<file path="config.mk">
export PLATFORM = sky130hd
export DESIGN_NAME = light_event_scheduler_unit
export DESIGN_NICKNAME = d
export VERILOG_FILES = /design/src/rtl/les_pkg.sv /design/src/rtl/les_ctrl.sv /design/src/rtl/les_dp.sv /design/src/rtl/light_event_scheduler_unit.sv
export SDC_FILE = /design/constraint.sdc
export NUM_CORES = 2
export LEC_CHECK = 0
export ABC_CLOCK_PERIOD_IN_PS = 5390
export BUFFER_PORTS_ARGS = -buffer_cell sky130_fd_sc_hd__buf_2
export CAP_MARGIN = 5
export CORE_MARGIN = 3
export CORE_UTILIZATION = 35
export CTS_CLUSTER_SIZE = 25
export DETAILED_ROUTE_END_ITERATION = 6
export PLACE_DENSITY = 0.49
export SETUP_SLACK_MARGIN = 0.2
export SKIP_CTS_REPAIR_TIMING = 1
export SLEW_MARGIN = 25
export SYNTH_ARGS = -nofsm -noshare
export SYNTH_HDL_FRONTEND = slang
export SYNTH_SLANG_ARGS = --single-unit
</file>
<file path="constraint.sdc">
create_clock -name clk -period 5.39 [get_ports clk]
set_input_delay 0.2695 -clock clk [delete_from_list [all_inputs] [get_ports clk]]
set_output_delay 0.2695 -clock clk [all_outputs]
set_load 0.005 [all_outputs]
</file>
<file path="src/rtl/les_pkg.sv">
// Shared types, constants and the day-class match function for the light event scheduler.
// Depends on nothing; every other file imports it.
package les_pkg;

  localparam int TABLE_DEPTH_DEF   = 64;
  localparam int LIGHT_ID_BITS_DEF = 8;
  localparam int LIGHT_OUT_BITS    = 8;
  localparam int DAY_BITS          = 4;
  localparam int MINUTE_BITS       = 11;

  localparam logic OP_ADD  = 1'b0;
  localparam logic OP_TICK = 1'b1;

  localparam logic [DAY_BITS-1:0] DAY_FRI     = 4'd4;
  localparam logic [DAY_BITS-1:0] DAY_SAT     = 4'd5;
  localparam logic [DAY_BITS-1:0] DAY_SUN     = 4'd6;
  localparam logic [DAY_BITS-1:0] DAY_WEEKDAY = 4'd7;
  localparam logic [DAY_BITS-1:0] DAY_WEEKEND = 4'd8;
  localparam logic [DAY_BITS-1:0] DAY_EVERY   = 4'd9;

  typedef struct packed {
    logic                      operation;
    logic [LIGHT_OUT_BITS-1:0] light_id;
    logic [DAY_BITS-1:0]       day_code;
    logic [MINUTE_BITS-1:0]    minute_of_day;
    logic                      turn_on;
  } les_in_t;

  typedef struct packed {
    logic [LIGHT_OUT_BITS-1:0] light_id_res;
    logic                      switch_on;
    logic                      last;
  } les_out_t;

  // Commands from the controller to the datapath
  typedef struct packed {
    logic add_we;   // store the accepted add beat
    logic start;    // accept a tick and rewind the scan
    logic advance;  // move the scan one slot on
    logic flush;    // emit the held match as the final command
  } les_cmd_t;

  // Status from the datapath to the controller
  typedef struct packed {
    logic idx_done;    // every filled slot has been read
    logic rd_valid;    // read stage holds an entry
    logic pend_valid;  // a match is held back for the last flag
    logic hit;         // read stage entry matches the tick
    logic out_free;    // output register can take a beat this cycle
  } les_stat_t;

  function automatic logic day_match(input logic [DAY_BITS-1:0] stored,
                                     input logic [DAY_BITS-1:0] now);
    logic m;
    case (stored)
      DAY_WEEKDAY: m = (now <= DAY_FRI);
      DAY_WEEKEND: m = (now == DAY_SAT) || (now == DAY_SUN);
      DAY_EVERY:   m = 1'b1;
      default:     m = (stored == now);
    endcase
    return m;
  endfunction

endpackage

</file>
<file path="src/rtl/les_ctrl.sv">
// Controller state machine of the light event scheduler: input handshake and scan sequencing.
// Depends on les_pkg for the command and status structs and operation codes.
module les_ctrl
  import les_pkg::*;
(
  input  logic      clk,
  input  logic      rst,
  input  logic      in_valid,
  input  logic      in_op,
  input  les_stat_t stat,
  output logic      in_stall,
  output les_cmd_t  cmd
);

  typedef enum logic {ST_IDLE, ST_SCAN} state_t;

  state_t state;
  logic   scan_empty;

  assign scan_empty = stat.idx_done && !stat.rd_valid;
  assign in_stall   = (state != ST_IDLE);

  always_comb begin
    cmd = '0;
    unique case (state)
      ST_IDLE: begin
        if (in_valid) begin
          if (in_op == OP_TICK) begin
            cmd.start = 1'b1;
          end else begin
            cmd.add_we = 1'b1;
          end
        end
      end
      ST_SCAN: begin
        if (scan_empty) begin
          cmd.flush = stat.pend_valid && stat.out_free;
        end else begin
          // hold when a second match needs the output register and it is busy
          cmd.advance = !(stat.hit && stat.pend_valid && !stat.out_free);
        end
      end
      default: cmd = '0;
    endcase
  end

  always_ff @(posedge clk) begin
    if (rst) begin
      state <= ST_IDLE;
    end else begin
      unique case (state)
        ST_IDLE: begin
          if (in_valid && (in_op == OP_TICK)) begin
            state <= ST_SCAN;
          end
        end
        ST_SCAN: begin
          if (scan_empty && (!stat.pend_valid || stat.out_free)) begin
            state <= ST_IDLE;
          end
        end
        default: state <= ST_IDLE;
      endcase
    end
  end

endmodule

</file>
<file path="src/rtl/les_dp.sv">
// Datapath of the light event scheduler: entry memory, fill count, scan read stage,
// held match and output register. Depends on les_pkg; driven by les_ctrl commands.
module les_dp
  import les_pkg::*;
#(
  parameter int TABLE_DEPTH   = TABLE_DEPTH_DEF,
  parameter int LIGHT_ID_BITS = LIGHT_ID_BITS_DEF
) (
  input  logic      clk,
  input  logic      rst,
  input  les_in_t   in_beat,
  input  les_cmd_t  cmd,
  input  logic      out_stall,
  output les_stat_t stat,
  output logic      out_valid,
  output les_out_t  out_beat
);

  localparam int CntW  = $clog2(TABLE_DEPTH + 1);
  localparam int AddrW = (TABLE_DEPTH > 1) ? $clog2(TABLE_DEPTH) : 1;
  localparam int IdW   = (LIGHT_ID_BITS > LIGHT_OUT_BITS) ? LIGHT_ID_BITS : LIGHT_OUT_BITS;

  // entry memory, filled from slot 0 upwards
  logic [LIGHT_ID_BITS-1:0] mem_light  [TABLE_DEPTH];
  logic [DAY_BITS-1:0]      mem_day    [TABLE_DEPTH];
  logic [MINUTE_BITS-1:0]   mem_minute [TABLE_DEPTH];
  logic                     mem_action [TABLE_DEPTH];

  logic [CntW-1:0]          count;
  logic [CntW-1:0]          idx;
  logic [DAY_BITS-1:0]      tick_day;
  logic [MINUTE_BITS-1:0]   tick_min;

  logic                     rd_valid;
  logic [LIGHT_ID_BITS-1:0] rd_light;
  logic [DAY_BITS-1:0]      rd_day;
  logic [MINUTE_BITS-1:0]   rd_minute;
  logic                     rd_action;

  logic                     pend_valid;
  logic [LIGHT_ID_BITS-1:0] pend_light;
  logic                     pend_action;

  logic [IdW-1:0]           id_in_wide;
  logic [IdW-1:0]           id_out_wide;
  logic                     full;
  logic                     do_write;
  logic                     do_read;
  logic                     hit;
  logic                     push_mid;
  logic                     out_free;

  assign id_in_wide  = IdW'(in_beat.light_id);
  assign id_out_wide = IdW'(pend_light);
  assign full        = (count == CntW'(TABLE_DEPTH));
  assign do_write    = cmd.add_we && !full;
  assign do_read     = cmd.advance && (idx != count);
  assign hit         = rd_valid && (rd_minute == tick_min) && day_match(rd_day, tick_day);
  assign out_free    = !out_valid || !out_stall;
  assign push_mid    = cmd.advance && hit && pend_valid;

  assign stat.idx_done   = (idx == count);
  assign stat.rd_valid   = rd_valid;
  assign stat.pend_valid = pend_valid;
  assign stat.hit        = hit;
  assign stat.out_free   = out_free;

  always_ff @(posedge clk) begin
    if (do_write) begin
      mem_light[count[AddrW-1:0]]  <= id_in_wide[LIGHT_ID_BITS-1:0];
      mem_day[count[AddrW-1:0]]    <= in_beat.day_code;
      mem_minute[count[AddrW-1:0]] <= in_beat.minute_of_day;
      mem_action[count[AddrW-1:0]] <= in_beat.turn_on;
    end
    if (do_read) begin
      rd_light  <= mem_light[idx[AddrW-1:0]];
      rd_day    <= mem_day[idx[AddrW-1:0]];
      rd_minute <= mem_minute[idx[AddrW-1:0]];
      rd_action <= mem_action[idx[AddrW-1:0]];
    end
  end

  // fill count and scan control
  always_ff @(posedge clk) begin
    if (rst) begin
      count      <= '0;
      idx        <= '0;
      rd_valid   <= 1'b0;
      pend_valid <= 1'b0;
      out_valid  <= 1'b0;
    end else begin
      if (do_write) begin
        count <= count + 1'b1;
      end
      if (cmd.start) begin
        idx      <= '0;
        rd_valid <= 1'b0;
      end else if (cmd.advance) begin
        rd_valid <= do_read;
        if (do_read) begin
          idx <= idx + 1'b1;
        end
      end
      if (cmd.start) begin
        pend_valid <= 1'b0;
      end else if (cmd.advance && hit) begin
        pend_valid <= 1'b1;
      end else if (cmd.flush) begin
        pend_valid <= 1'b0;
      end
      if (push_mid || cmd.flush) begin
        out_valid <= 1'b1;
      end else if (!out_stall) begin
        out_valid <= 1'b0;
      end
    end
  end

  always_ff @(posedge clk) begin
    if (cmd.start) begin
      tick_day <= in_beat.day_code;
      tick_min <= in_beat.minute_of_day;
    end
    if (cmd.advance && hit) begin
      pend_light  <= rd_light;
      pend_action <= rd_action;
    end
    if (push_mid || cmd.flush) begin
      out_beat.light_id_res <= id_out_wide[LIGHT_OUT_BITS-1:0];
      out_beat.switch_on    <= pend_action;
      out_beat.last         <= cmd.flush;
    end
  end

  assert property (@(posedge clk) disable iff (rst) count <= CntW'(TABLE_DEPTH))
    else $error("fill count beyond table depth");

  assert property (@(posedge clk) disable iff (rst) (push_mid || cmd.flush) |-> out_free)
    else $error("beat loaded into a busy output register");

  assert property (@(posedge clk) disable iff (rst) cmd.start |=> (!rd_valid && !pend_valid))
    else $error("scan state not cleared at tick start");

  assert property (@(posedge clk) disable iff (rst) cmd.flush |=> !pend_valid)
    else $error("held match survived the final command");

endmodule

</file>
<file path="src/rtl/light_event_scheduler_unit.sv">
// Top level of the light event scheduler: joins the controller and the datapath.
// Depends on les_pkg, les_ctrl and les_dp.
//
// A table of up to TABLE_DEPTH scheduled light events. An add beat (operation 0) stores its
// light, day class, minute and action in the next free slot and gives no result; once the
// table is full further adds are dropped without notice. A tick beat (operation 1) carries
// the current weekday (0 Monday .. 6 Sunday) and minute; the table is read back one slot per
// cycle while out_stall does not hold the scan, from the single read port of the entry
// memory, in slot order, and each entry that matches the minute and day class (exact day,
// weekday, weekend or every day) gives one output beat. The final beat of a tick has last
// set, so one match is always held back until the next match or the end of the scan. A
// tick keeps in_stall high until its scan ends, also while out_stall holds the scan. A
// tick that matches nothing gives no beat at all. The valid state of the table is a fill
// count cleared by rst, so no clearing pass follows reset. The output register lets the
// next input beat be taken while the last result still waits.
module light_event_scheduler_unit
  import les_pkg::*;
#(
  parameter int TABLE_DEPTH   = TABLE_DEPTH_DEF,
  parameter int LIGHT_ID_BITS = LIGHT_ID_BITS_DEF
) (
  input  logic     clk,
  input  logic     rst,
  input  logic     in_valid,
  output logic     in_stall,
  input  les_in_t  in_beat,
  output logic     out_valid,
  input  logic     out_stall,
  output les_out_t out_beat
);

  les_cmd_t  cmd;
  les_stat_t stat;

  // sequence adds and scans; stall the input for the whole of a tick
  les_ctrl u_ctrl (
    .clk      (clk),
    .rst      (rst),
    .in_valid (in_valid),
    .in_op    (in_beat.operation),
    .stat     (stat),
    .in_stall (in_stall),
    .cmd      (cmd)
  );

  // hold the table, compare each read entry and drive the output beats
  les_dp #(
    .TABLE_DEPTH   (TABLE_DEPTH),
    .LIGHT_ID_BITS (LIGHT_ID_BITS)
  ) u_dp (
    .clk       (clk),
    .rst       (rst),
    .in_beat   (in_beat),
    .cmd       (cmd),
    .out_stall (out_stall),
    .stat      (stat),
    .out_valid (out_valid),
    .out_beat  (out_beat)
  );

endmodule

</file>
==> results by stage <==
Status:
- The flow ran to the end, and the final reports show no timing, DRC or antenna violations.

Flow run:
- The tool flagged a number of max-cap violations equal to 0.

Placement:
- The number of port buffers is 40.
- The wire-length estimate of the detail-placed layout is 94300 um.
- The total placed cells including tap cells is a little over 5000.
- In this run the cell area measured after placement is between 60000 and 70000 um^2.
- Prior to clock tree synthesis, the placed netlist has a worst setup slack of between 1.5 and 2 ns.
- The congestion estimate from routability-driven global placement came to 0.827.

Power:
- The share of power burned in combinational logic is 0.020.
- Of the total power, registers draw 0.546.
- For this design the total switching power over the nets is approximately 5000 uW.
- VDD sags by at most 0.344 mV.
- The internal portion of the total power is 20200 uW.
- The switching power as a share of total power is 0.201.
- The clock share of power is 0.435.
- In this run the static leakage power is 0.0210 uW.
- The power density of the placed cells is 361 nW/um^2.

Synth:
- The most common cell in the synthesized netlist is edfxtp_1.
- The number of storage elements in the synthesis netlist is 1612.
- For this run, the register share of the synthesized area comes to 0.790.
- The mapped netlist covers 61100 um^2.
- The count of flip-flops with a built-in enable after synthesis is 1594.
- The share of the synthesized area in the top cell type is 0.784.
- edfxtp_1 takes more of the synthesized area than any other cell.
- The share of synthesized flip-flops with an asynchronous set or reset is 0.
- Synthesis handed over a netlist of 2706 instances.
- Synthesis produced a netlist with a net count of 2738.
- The netlist uses 51 different library cells.
- The total number of yosys warnings is 0.
- In this run the mean area of a mapped cell was 22.6 um^2.
- The dominant synthesized flop cell is edfxtp_1.
- Sorting the synthesized cells by how often they occur yields edfxtp_1 (1594), mux4_2 (382), a22oi_1 (176).
- By area the synthesized netlist is led by edfxtp_1 (78%), mux4_2 (14%), a22oi_1 (2.2%).

Routing:
- The detailed-router iteration count before antenna repair is 5.
- The routed design has 168000 um of wire.
- In the routed layout, each cell is associated on average with a via count of 5.45.
- The DRC violation total after the first TritonRoute iteration is roughly 3100.
- The number of design rule violations left after detail routing is 0.
- The routed layout has 29200 vias.
- The routed wire length per instance is between 30 and 40 um.
- In this run the remaining antenna-violating nets after routing total 0.

Floorplan:
- The floorplan has around 150 rows.
- The chip height is 424 um.
- The placeable core region is 172000 um^2.
- The die covers 179000 um^2.
- Measured along the x axis, the die boundary spans 424 um.
- The number of I/O pins is 41.
- The initial utilization of the core area, before any placement, comes to 0.354.

CTS:
- The level count of the clock H-tree is 4.
- The number of buffers created by CTS is between 150 and 200.
- The clock transition time at the flip-flop clock pins of the worst setup and hold paths is approximately 0.06 ns.
- The clock passes through at most 3 buffers.
- CTS saw 1612 sinks.
- The clock tree from TritonCTS is done.
- The clock tree root buffer cell is clkbuf_16.
- The clock insertion delay at the later pin of the skew report is 0.79 ns.

STA:
- The share of the clock period used by the worst path after layout is 0.666.
- Once routing completed, OpenROAD measured the worst setup slack at 1.80 ns.
- Setup violations remaining at the end of the flow were counted as 0.
- The tightest slew margin relative to the limit is 0.322.
- The total count of max-transition violations in the final report is 0.
- Derived from the worst setup path, the maximum achievable clock frequency is 0.278 GHz.
- The final count of hold timing violations is 0.
- Setup repair after global routing left no endpoint under its margin.
- The clock period minus worst slack is 3.59 ns.
- The worst clock skew is 0.0429 ns.
- For the pin with the worst max-slew slack, the measured transition is between 1 and 1.5 ns.
- After routing, the total negative slack on setup checks comes to 0 ns.

Cells and area:
- The number of filler instances in the final layout is 15100.
- The fraction of layout instances using a drive strength above 1 is 0.287.
- The final layout contains 2939 nets.
- The count of non-filler cells in the finished layout is 5362.
- The core occupancy in the finished layout is 0.407.
- Compared with the post-synthesis result, the final layout area differs by 14.9%.
- The area of all placed cells without fillers is between 70000 and 80000 um^2.

GRT:
- The number of antenna violations at the first check in global routing is 18.
- The total global routing overflow is 0.
- The first global-routing pass estimated ~240000 um of wire.
- The number of global-route vias before repair was 30300.
- In the global route stage, overall resource usage came out at 0.187.
- The maximum number of pins on one net before global-route repair is 89.

Critical path:
- The startpoint identified for the worst register-to-register timing path is u_dp.idx[0].
- The worst setup path is launched from a flip-flop.
- The capturing element type of the critical path is a flip-flop.
- The required time reported for the critical path endpoint is 5.90 ns.
- The class of the most critical setup path is reg2reg.
- The register-to-register path setup slack is ~1.8 ns.
- Data arrives at the worst endpoint at 4.10 ns.
- In this design, the stage delay of the slowest critical-path cell is ~0.70 ns.
- The peak fanout along the critical path is 48.
- The worst register-to-register path ends at u_dp.rd_minute[8].
- The signal on the critical path passes through buf_12 -> buf_4 -> mux4_2 -> a22oi_1 -> a21oi_1 -> or4_1.
- The length in cells of the worst reg-to-reg path is 6.
- The slowest stage of the critical path is the dfxtp_4 cell.

Min path:
- The worst hold path stage count is 2.
- The worst hold path startpoint is in_beat[10].
- The worst hold-check path type is in2reg.
- The path with the worst hold slack has its endpoint at u_dp.mem_minute[21][9].
state kept, by name (all words and copies together) (netlist names), 4 cells and up:
register	flops
u_dp.mem_minute	704
u_dp.mem_light	512
u_dp.mem_day	256
u_dp.mem_action	64
u_dp.rd_minute	11
u_dp.tick_min	11
u_dp.out_beat	10
u_dp.id_out_wide	8
u_dp.rd_light	8
u_dp.count	7
u_dp.idx	7
u_dp.rd_day	4
u_dp.tick_day	4
metrics by stage:
| step | power (uW) | hold slack (ns) |
|---|---|---|
| 2_1_floorplan | 14300 | 0.368 |
| 3_3_place_gp | 14600 | 0.415 |
| 3_5_place_dp | 14600 | 0.430 |
| 4_1_cts | 25600 | -0.257 |
| 5_1_grt | 26100 | 0.188 |
| 6_report | 25300 | 0.186 |
power by group through the flow:
stage	Clock [uW]	Sequential [uW]	Combinational [uW]
after floorplan	0	14100	183
after global placement	0	14100	490
after detailed placement	0	14100	511
after CTS	11300	13800	511
after global routing	11800	13800	536
final	11000	13800	498
layout make-up:
cell class                      count  area, um^2  area share
Timing Repair Buffer              181        1500      0.0214
Multi-Input combinational cell    932       12300       0.175
Clock buffer                      212        4480      0.0638
Sequential cell                  1612       48200       0.687
Tap cell                         2310        2890      0.0412
Antenna cell                       13        32.5    0.000464
Inverter                           11        41.3    0.000588
Clock inverter                     91         724      0.0103
per-layer routing:
layer	track usage	vias up	share of wire
met5	0	-	0.000077
met4	0.0591	2	0.029
met3	0.0322	242	0.067
met2	0.302	1059	0.48
met1	0.259	16000	0.42
li1	-	12000	-
cell families after synthesis:
| logic type | count (synthesis) | share of synthesized area |
|---|---|---|
| and+or+nand+nor | 196 | 0.0156 |
| AOI/OAI and AO/OA | 312 | 0.0340 |
| adders and majority gates | 3 | 0.000615 |
| xor gates and xnor gates | 30 | 0.00430 |
| DFF | 1612 | 0.790 |
| muxes | 391 | 0.142 |
| buffers and inverters | 162 | 0.0132 |
cells in the final DEF, fill, tap and decap left out, types with 13 or more instances in the layout:
cell type / n
a21oi_1: 94
a22oi_1: 176
buf_12: 14
buf_2: 40
buf_4: 120
clkbuf_1: 39
clkbuf_16: 173
clkinv_1: 35
clkinv_2: 35
dfxtp_1: 16
diode_2: 13
edfxtp_1: 1594
mux4_2: 382
nand2_1: 27
nand3_1: 13
nor2_1: 27
nor2_2: 59
or4_1: 20
xnor2_1: 24
how the worst max path moves through the flow:
stage                        from                   to  slack, ns
floorplan           u_dp.count[0]  u_dp.mem_action[59]       2.59
global route          u_dp.idx[0]    u_dp.rd_minute[8]       1.62
finish                u_dp.idx[0]    u_dp.rd_minute[8]       1.80
global placement      u_dp.idx[0]    u_dp.rd_minute[8]       1.75
detailed placement    u_dp.idx[0]    u_dp.rd_minute[8]       1.75
CTS                   u_dp.idx[0]    u_dp.rd_minute[8]       1.75
worst max-delay path: cells and delay by family, from the launching register on:
| family | cells | cell delay, ns |
|---|---|---|
| buffers and inverters | 2 | 0.87 |
| DFF | 1 | 0.70 |
| AOI/OAI and AO/OA | 2 | 0.64 |
| muxes | 1 | 0.57 |
| and+or+nand+nor | 1 | 0.47 |
No activity file was read; power rests on OpenSTA's default activity.
